## src/rtl/core/fcd_pkg.sv

```systemverilog
// Shared types and constants for the frame change detector core.
// No dependencies; imported by every fcd_* module and the top level.
package fcd_pkg;

    // Frame store geometry
    localparam int STORE_BYTES = 262144;
    localparam int ADDR_W      = $clog2(STORE_BYTES);
    localparam int POS_W       = $clog2(STORE_BYTES + 1);

    // Field widths
    localparam int SAMPLE_W = 8;
    localparam int DIM_W    = 11;
    localparam int THRESH_W = 8;

    // Stream bus widths (fields packed from bit 0, padded to whole bytes)
    localparam int S_TDATA_W = 32;
    localparam int M_TDATA_W = 24;

    localparam logic [THRESH_W-1:0] THRESH_RESET = THRESH_W'(30);

    // A frame is novel when resized or when changed * 20 exceeds the byte count (ratio > 5%)
    localparam int PROD_W = POS_W + 5;

    // Item leaving the front stage, together with the state it was seen in
    typedef struct packed {
        logic [SAMPLE_W-1:0] sample;
        logic                last;
        logic                in_range;
        logic                have_prev;
        logic                resized;
        logic                overflow;
        logic [POS_W-1:0]    bytes;
    } fcd_item_t;

    // Per-frame totals handed to the result stage
    typedef struct packed {
        logic [POS_W-1:0] changed;
        logic [POS_W-1:0] bytes;
        logic             resized;
        logic             overflow;
    } fcd_total_t;

endpackage

```

## src/rtl/core/fcd_compare.sv

```systemverilog
// Compare stage: byte difference against the threshold and per-frame changed count.
// Depends on fcd_pkg.
module fcd_compare (
    input  logic                          clk,
    input  logic                          rst_n,
    input  logic [fcd_pkg::THRESH_W-1:0]  threshold,
    input  logic                          item_valid,
    input  fcd_pkg::fcd_item_t            item,
    input  logic [fcd_pkg::SAMPLE_W-1:0]  old_sample,
    output logic                          item_take,
    output logic                          total_valid,
    output fcd_pkg::fcd_total_t           total,
    input  logic                          total_ready
);
    import fcd_pkg::*;

    logic [POS_W-1:0]    cnt_reg;
    logic [POS_W-1:0]    cnt_next;
    logic                total_valid_reg;
    fcd_total_t          total_reg;
    fcd_total_t          total_next;
    logic [SAMPLE_W-1:0] abs_diff;
    logic                hit;
    logic                slot_free;

    assign slot_free = !total_valid_reg || total_ready;
    assign item_take = item_valid && (!item.last || slot_free);

    // Absolute difference and threshold test
    always_comb
    begin
        abs_diff = (item.sample > old_sample) ? item.sample - old_sample
                                              : old_sample - item.sample;
        hit      = item.have_prev && item.in_range && (abs_diff > threshold);
        cnt_next = cnt_reg + POS_W'(hit);
        total_next.changed  = item.resized ? '0 : cnt_next;
        total_next.bytes    = item.bytes;
        total_next.resized  = item.resized;
        total_next.overflow = item.overflow;
    end

    // Changed-byte accumulator, restarted at each frame end
    always_ff @(posedge clk or negedge rst_n)
    begin
        if (!rst_n)
            cnt_reg <= '0;
        else if (item_take)
            cnt_reg <= item.last ? '0 : cnt_next;
    end

    // Totals register valid
    always_ff @(posedge clk or negedge rst_n)
    begin
        if (!rst_n)
            total_valid_reg <= 1'b0;
        else if (item_take && item.last)
            total_valid_reg <= 1'b1;
        else if (total_ready)
            total_valid_reg <= 1'b0;
    end

    // Totals payload
    always_ff @(posedge clk)
    begin
        if (item_take && item.last)
            total_reg <= total_next;
    end

    assign total_valid = total_valid_reg;
    assign total       = total_reg;

endmodule

```

## config.mk

```make
export PLATFORM = sky130hd
export DESIGN_NAME = fcd_compare
export DESIGN_NICKNAME = d
export VERILOG_FILES = /design/src/rtl/core/fcd_pkg.sv /design/src/rtl/core/fcd_compare.sv
export SDC_FILE = /design/constraint.sdc
export NUM_CORES = 1
export LEC_CHECK = 0
export BUFFER_PORTS_ARGS = -buffer_cell sky130_fd_sc_hd__buf_2
export CELL_PAD_IN_SITES_DETAIL_PLACEMENT = 1
export CELL_PAD_IN_SITES_GLOBAL_PLACEMENT = 1
export CORE_MARGIN = 5
export CORE_UTILIZATION = 43
export CTS_BUF_LIST = sky130_fd_sc_hd__clkbuf_16
export DETAILED_ROUTE_END_ITERATION = 10
export GPL_TIMING_DRIVEN = 0
export PLACE_DENSITY_LB_ADDON = 0.1
export REMOVE_ABC_BUFFERS = 1
export SLEW_MARGIN = 40
export SYNTH_ARGS = -nofsm -noshare
export SYNTH_HDL_FRONTEND = slang
export SYNTH_SLANG_ARGS = --single-unit
```

## constraint.sdc

```tcl
create_clock -name clk -period 8.3 [get_ports clk]
set_clock_uncertainty 0.2 [all_clocks]
set_input_delay 0.83 -clock clk [delete_from_list [all_inputs] [get_ports clk]]
set_output_delay 0.83 -clock clk [all_outputs]
set_load 0.05 [all_outputs]
```

==> metrics.md <==
| Metric | Value |
|---|---|
| Top library cells by usage in the layout, fill and taps aside | `93 x buf_2, 40 x edfxtp_1, 29 x inv_1, 26 x o21ai_0, 26 x nor2_1` |
| Number of flip-flops and latches in the synthesized netlist | `60` |
| Core region area | `0.00777 mm²` |
| Crit-path slowest cell | `nor3_2` |
| Total of max-cap violations | `0` |
| Average size of a mapped cell | `10.6 µm²` |
| Element type at the critical path start | `input port` |
| Wire length per cell after detailed routing | `16.2 µm` |
| Peak ir drop on the vdd network | `0.0000886 V` |
| Switching Power | `0.000216 W` |
| Top cell type by total area after synthesis | `edfxtp_1` |
| Buffers added on ports | `93` |
| Adder and majority gate portion of the synthesized area | `10.3%` |
| Final hold vios | `0` |
| Number of pins exceeding their max-slew limit in the final report | `0` |
| Num CTS Buffers | `9` |
| Setup TNS Final | `0 ps` |
| Filler instances | `888` |
| Number of buffer and inverter instances along the worst setup path | `3` |
| Max Used Layer | `met4` |
| Flop-to-flop setup slack | `5630 ps` |
| Reg2Reg Launch Point | `cnt_reg[0]` |
| FF/Latch Area | `0.00170 mm²` |
| Register-to-Register Path Depth | `7` |
| Via count of the first global-routing pass | `2,878` |
| Clock transition at the register clock pins on the worst setup and hold paths after CTS | `50 ps` |
| Initial antenna violation count | `0` |
| Number of flip-flops under the largest register name | `40` |
| Post-CTS Repair Setup Buffers | `0` |
| Cells along the critical path | `buf_2 -> inv_1 -> ha_1 -> inv_1 -> fa_1 -> nand3_1 -> a21oi_1 -> o22a_1 -> mux2_2 -> ha_1 -> nor2b_1 -> o21a_1 -> o21a_1 -> o21ai_0 -> a221oi_1 -> ha_1 -> ha_1 -> nand3_1 -> nor3_2 -> nand2_1 -> xnor2_1 -> nor2_1` |
| Main combinational cell family by area after synthesis | `compound AO/OA/AOI/OAI gates` |
| Half-perimeter wire length of the detailed placement result | `6230 µm` |
| Leading cell type in the layout, fill and taps excluded | `buf_2` |
| Number of sinks on the clock net | `60` |
| Area growth syn-to-layout | `25.5%` |
| Leftover overflow at the end of global routing | `0` |
| CTS Root Cell | `clkbuf_16` |
| Detailed-route wire length | `8390 µm` |
| Gates resized, CTS repair | `0` |
| Amount of wire on met3 after detailed routing | `441 µm` |
| Number of primary I/O pins | `94` |
| Clock latency on the worst-skew pair | `320 ps` |
| Global-route wire length before repair | `13,900 µm` |
| Largest net degree at the start of global routing | `22` |
| Ys async rst share | `33.3%` |
| Crit. path cell count | `22` |
| Placed Cells incl. Taps | `502` |
| Clock tree from TritonCTS | `built` |
| Number of standard-cell rows in the floorplan | `32` |
| Net switching share of the total power | `24.3%` |
| Worst EP required | `8150 ps` |
| DRT met1 WL | `3510 µm` |
| Distinct cell type count after synthesis | `42` |
| Via density | `5.24` |
| Portion of total power attributed to the clock network | `46.7%` |
| Max FO, Critical Path | `11` |
| Die area | `0.00986 mm²` |
| EDFF count, synth | `40` |
| Sequential group share of total power | `37.6%` |
| DRT antenna net count | `0` |
| Portion of total power attributed to combinational logic | `15.7%` |
| Kind of cell adding the most delay to the critical path | `adder cells` |
| CP Capture Point | `total[37]` |
| Yosys synthesis warning count | `0` |
| Number of antenna cells inserted | `0` |
| Count of mapped cells out of synthesis | `323` |
| Synthesized area | `0.00343 mm²` |
| Sequential share of the synthesized area | `49.6%` |
| Power Internal | `0.000671 W` |
| Type of the tightest min-delay check | `in2async` |
| Core occupancy in the finished layout | `55.4%` |
| Unrepaired setup endpoints after global routing | `no` |
| Result of the run | `complete, no violations` |
| Count of placed standard cells in the final layout, fillers left out | `518` |
| Post-Synth XOR/XNOR Area | `5.87%` |
| Final instance area | `0.00431 mm²` |
| Fraction of layout instances using a drive strength above 1 | `28.4%` |
| First element of the critical path | `item[24]` |
| Simple-Gate Fraction of Synth Area | `12.9%` |
| Primary FF master, synth | `edfxtp_1` |
| Multiplexer area fraction after synthesis | `2.08%` |
| Detailed-route DRC error count | `0` |
| Layout net count | `490` |
| Number of iterations in the first detailed-routing pass | `4` |
| Vias | `2,714` |
| End of the worst register-to-register path | `total[37]` |
| Routability cong. | `0.820` |
| Max Clock Freq | `182 MHz` |
| Delay contributed by the slowest stage of the critical path | `580 ps` |
| Horiz. Die Dim | `99.3 µm` |
| Headroom to the max-slew limit | `50.5%` |
| Complex-gate fraction of the synthesized area | `13.3%` |
| Maximum buffer depth of the clock tree | `2` |
| Data arrival time of the worst path | `5350 ps` |
| Kind of end point of the critical path | `register` |
| Part of the cycle the worst path needs | `66.3%` |
| Final setup violation count | `0` |
| Vertical extent of the die | `99.3 µm` |
| Cts hold-fix bufs | `0` |
| Max H-tree Level | `3` |
| Minimum period implied by the final worst setup slack | `5500 ps` |
| Iteration-0 DRC Markers | `62` |
| Top area cells in the synthesized netlist | `edfxtp_1 35%, dfrtp_1 15%, ha_1 9.1%` |
| Measured slew at the worst slew-check pin | `740 ps` |
| Met2 routed WL | `4350 µm` |
| Starting Density | `44.2%` |
| GRT Resource Usage Total | `17.7%` |
| Total power divided by cell area | `206 mW/mm²` |
| Fraction of post-synthesis cell area in the top cell type by area | `35.0%` |
| Leakage component of the power | `1.98 nW` |
| Most frequent cell on the critical path | `ha_1` |
| Worst Setup Path Type | `in2reg` |
| Multi-input logic area | `0.00153 mm²` |
| Dpl cell area | `0.00397 mm²` |
==> worst reg2reg max path, delay by kind of cell, from the launching register on <==
| kind | cells | cell delay (ps) |
|---|---|---|
| simple gates | 4 | 1060 |
| fa+ha+maj | 2 | 560 |
| flops | 1 | 360 |
| xor+xnor | 1 | 230 |
==> how the worst min path moves through the flow <==
| stage | cells after the start | end | slack [ps] | start |
|---|---|---|---|---|
| after floorplan | 2 | cnt_reg[0] | 250 | cnt_reg[0] |
| after global placement | 2 | cnt_reg[0] | 260 | cnt_reg[0] |
| after detailed placement | 2 | cnt_reg[0] | 280 | cnt_reg[0] |
| after CTS | 1 | cnt_reg[5] | 300 | rst_n |
| after global routing | 1 | cnt_reg[4] | 320 | rst_n |
| final | 1 | cnt_reg[4] | 290 | rst_n |
==> final cells by class <==
class	count	share of cell area [%]
sequential	60	39.5
timing repair buffer	95	11.8
tap	102	2.96
clock buffer	9	5.23
inverter	28	2.44
multi-input combinational	217	35.6
clock inverter	7	2.47
==> layer usage <==
metal  global-route usage [%]  vias up
met5                        0        -
met4                     5.04        0
met3                     4.14       10
met2                     32.1       70
met1                     20.7     1317
li1                         -     1317
==> cells in the mapped netlist, types with 2 or more instances <==
cell type / number
nor3_1: 2
xor2_1: 14
xnor2_1: 9
edfxtp_1: 40
a31oi_1: 9
nor2_1: 27
fa_1: 2
buf_2: 7
and4_1: 2
nor2b_1: 5
a21o_1: 7
o31ai_1: 10
nand4_1: 5
nand3_1: 11
clkbuf_1: 6
a211oi_1: 2
nand2_1: 22
mux2i_1: 6
ha_1: 25
nand3b_1: 2
o21ai_0: 26
dfrtp_1: 20
o21a_1: 2
buf_6: 3
a21oi_1: 15
inv_1: 28
==> per-stage QoR <==
stage | power (W) | hold WS [ps] | setup WS [ps]
6_report | 0.000886 | 289 | 2800
3_5_place_dp | 0.000480 | 283 | 2450
4_1_cts | 0.000896 | 300 | 2750
2_1_floorplan | 0.000432 | 245 | 3260
3_3_place_gp | 0.000473 | 257 | 2570
5_1_grt | 0.000926 | 318 | 2330
==> power by group through the flow <==
stage | Sequential, W | Clock [W] | Combinational (W)
after global routing | 0.000333 | 0.000436 | 0.000156
final | 0.000333 | 0.000414 | 0.000139
after global placement | 0.000339 | 0 | 0.000134
after detailed placement | 0.000338 | 0 | 0.000141
after CTS | 0.000333 | 0.000421 | 0.000142
after floorplan | 0.000366 | 0 | 0.0000670
==> kinds of logic (layout without fill, tap and decap cells) <==
kind of cell	after synthesis	after routing
AND/OR/NAND/NOR	85	85
AO/OA/AOI/OAI	75	75
flip-flops	60	60
buffers and inverters	46	139
adder cells (fa/ha/maj)	27	27
XOR/XNOR	23	23
multiplexers	7	7
(Power assumes the default switching activity.)
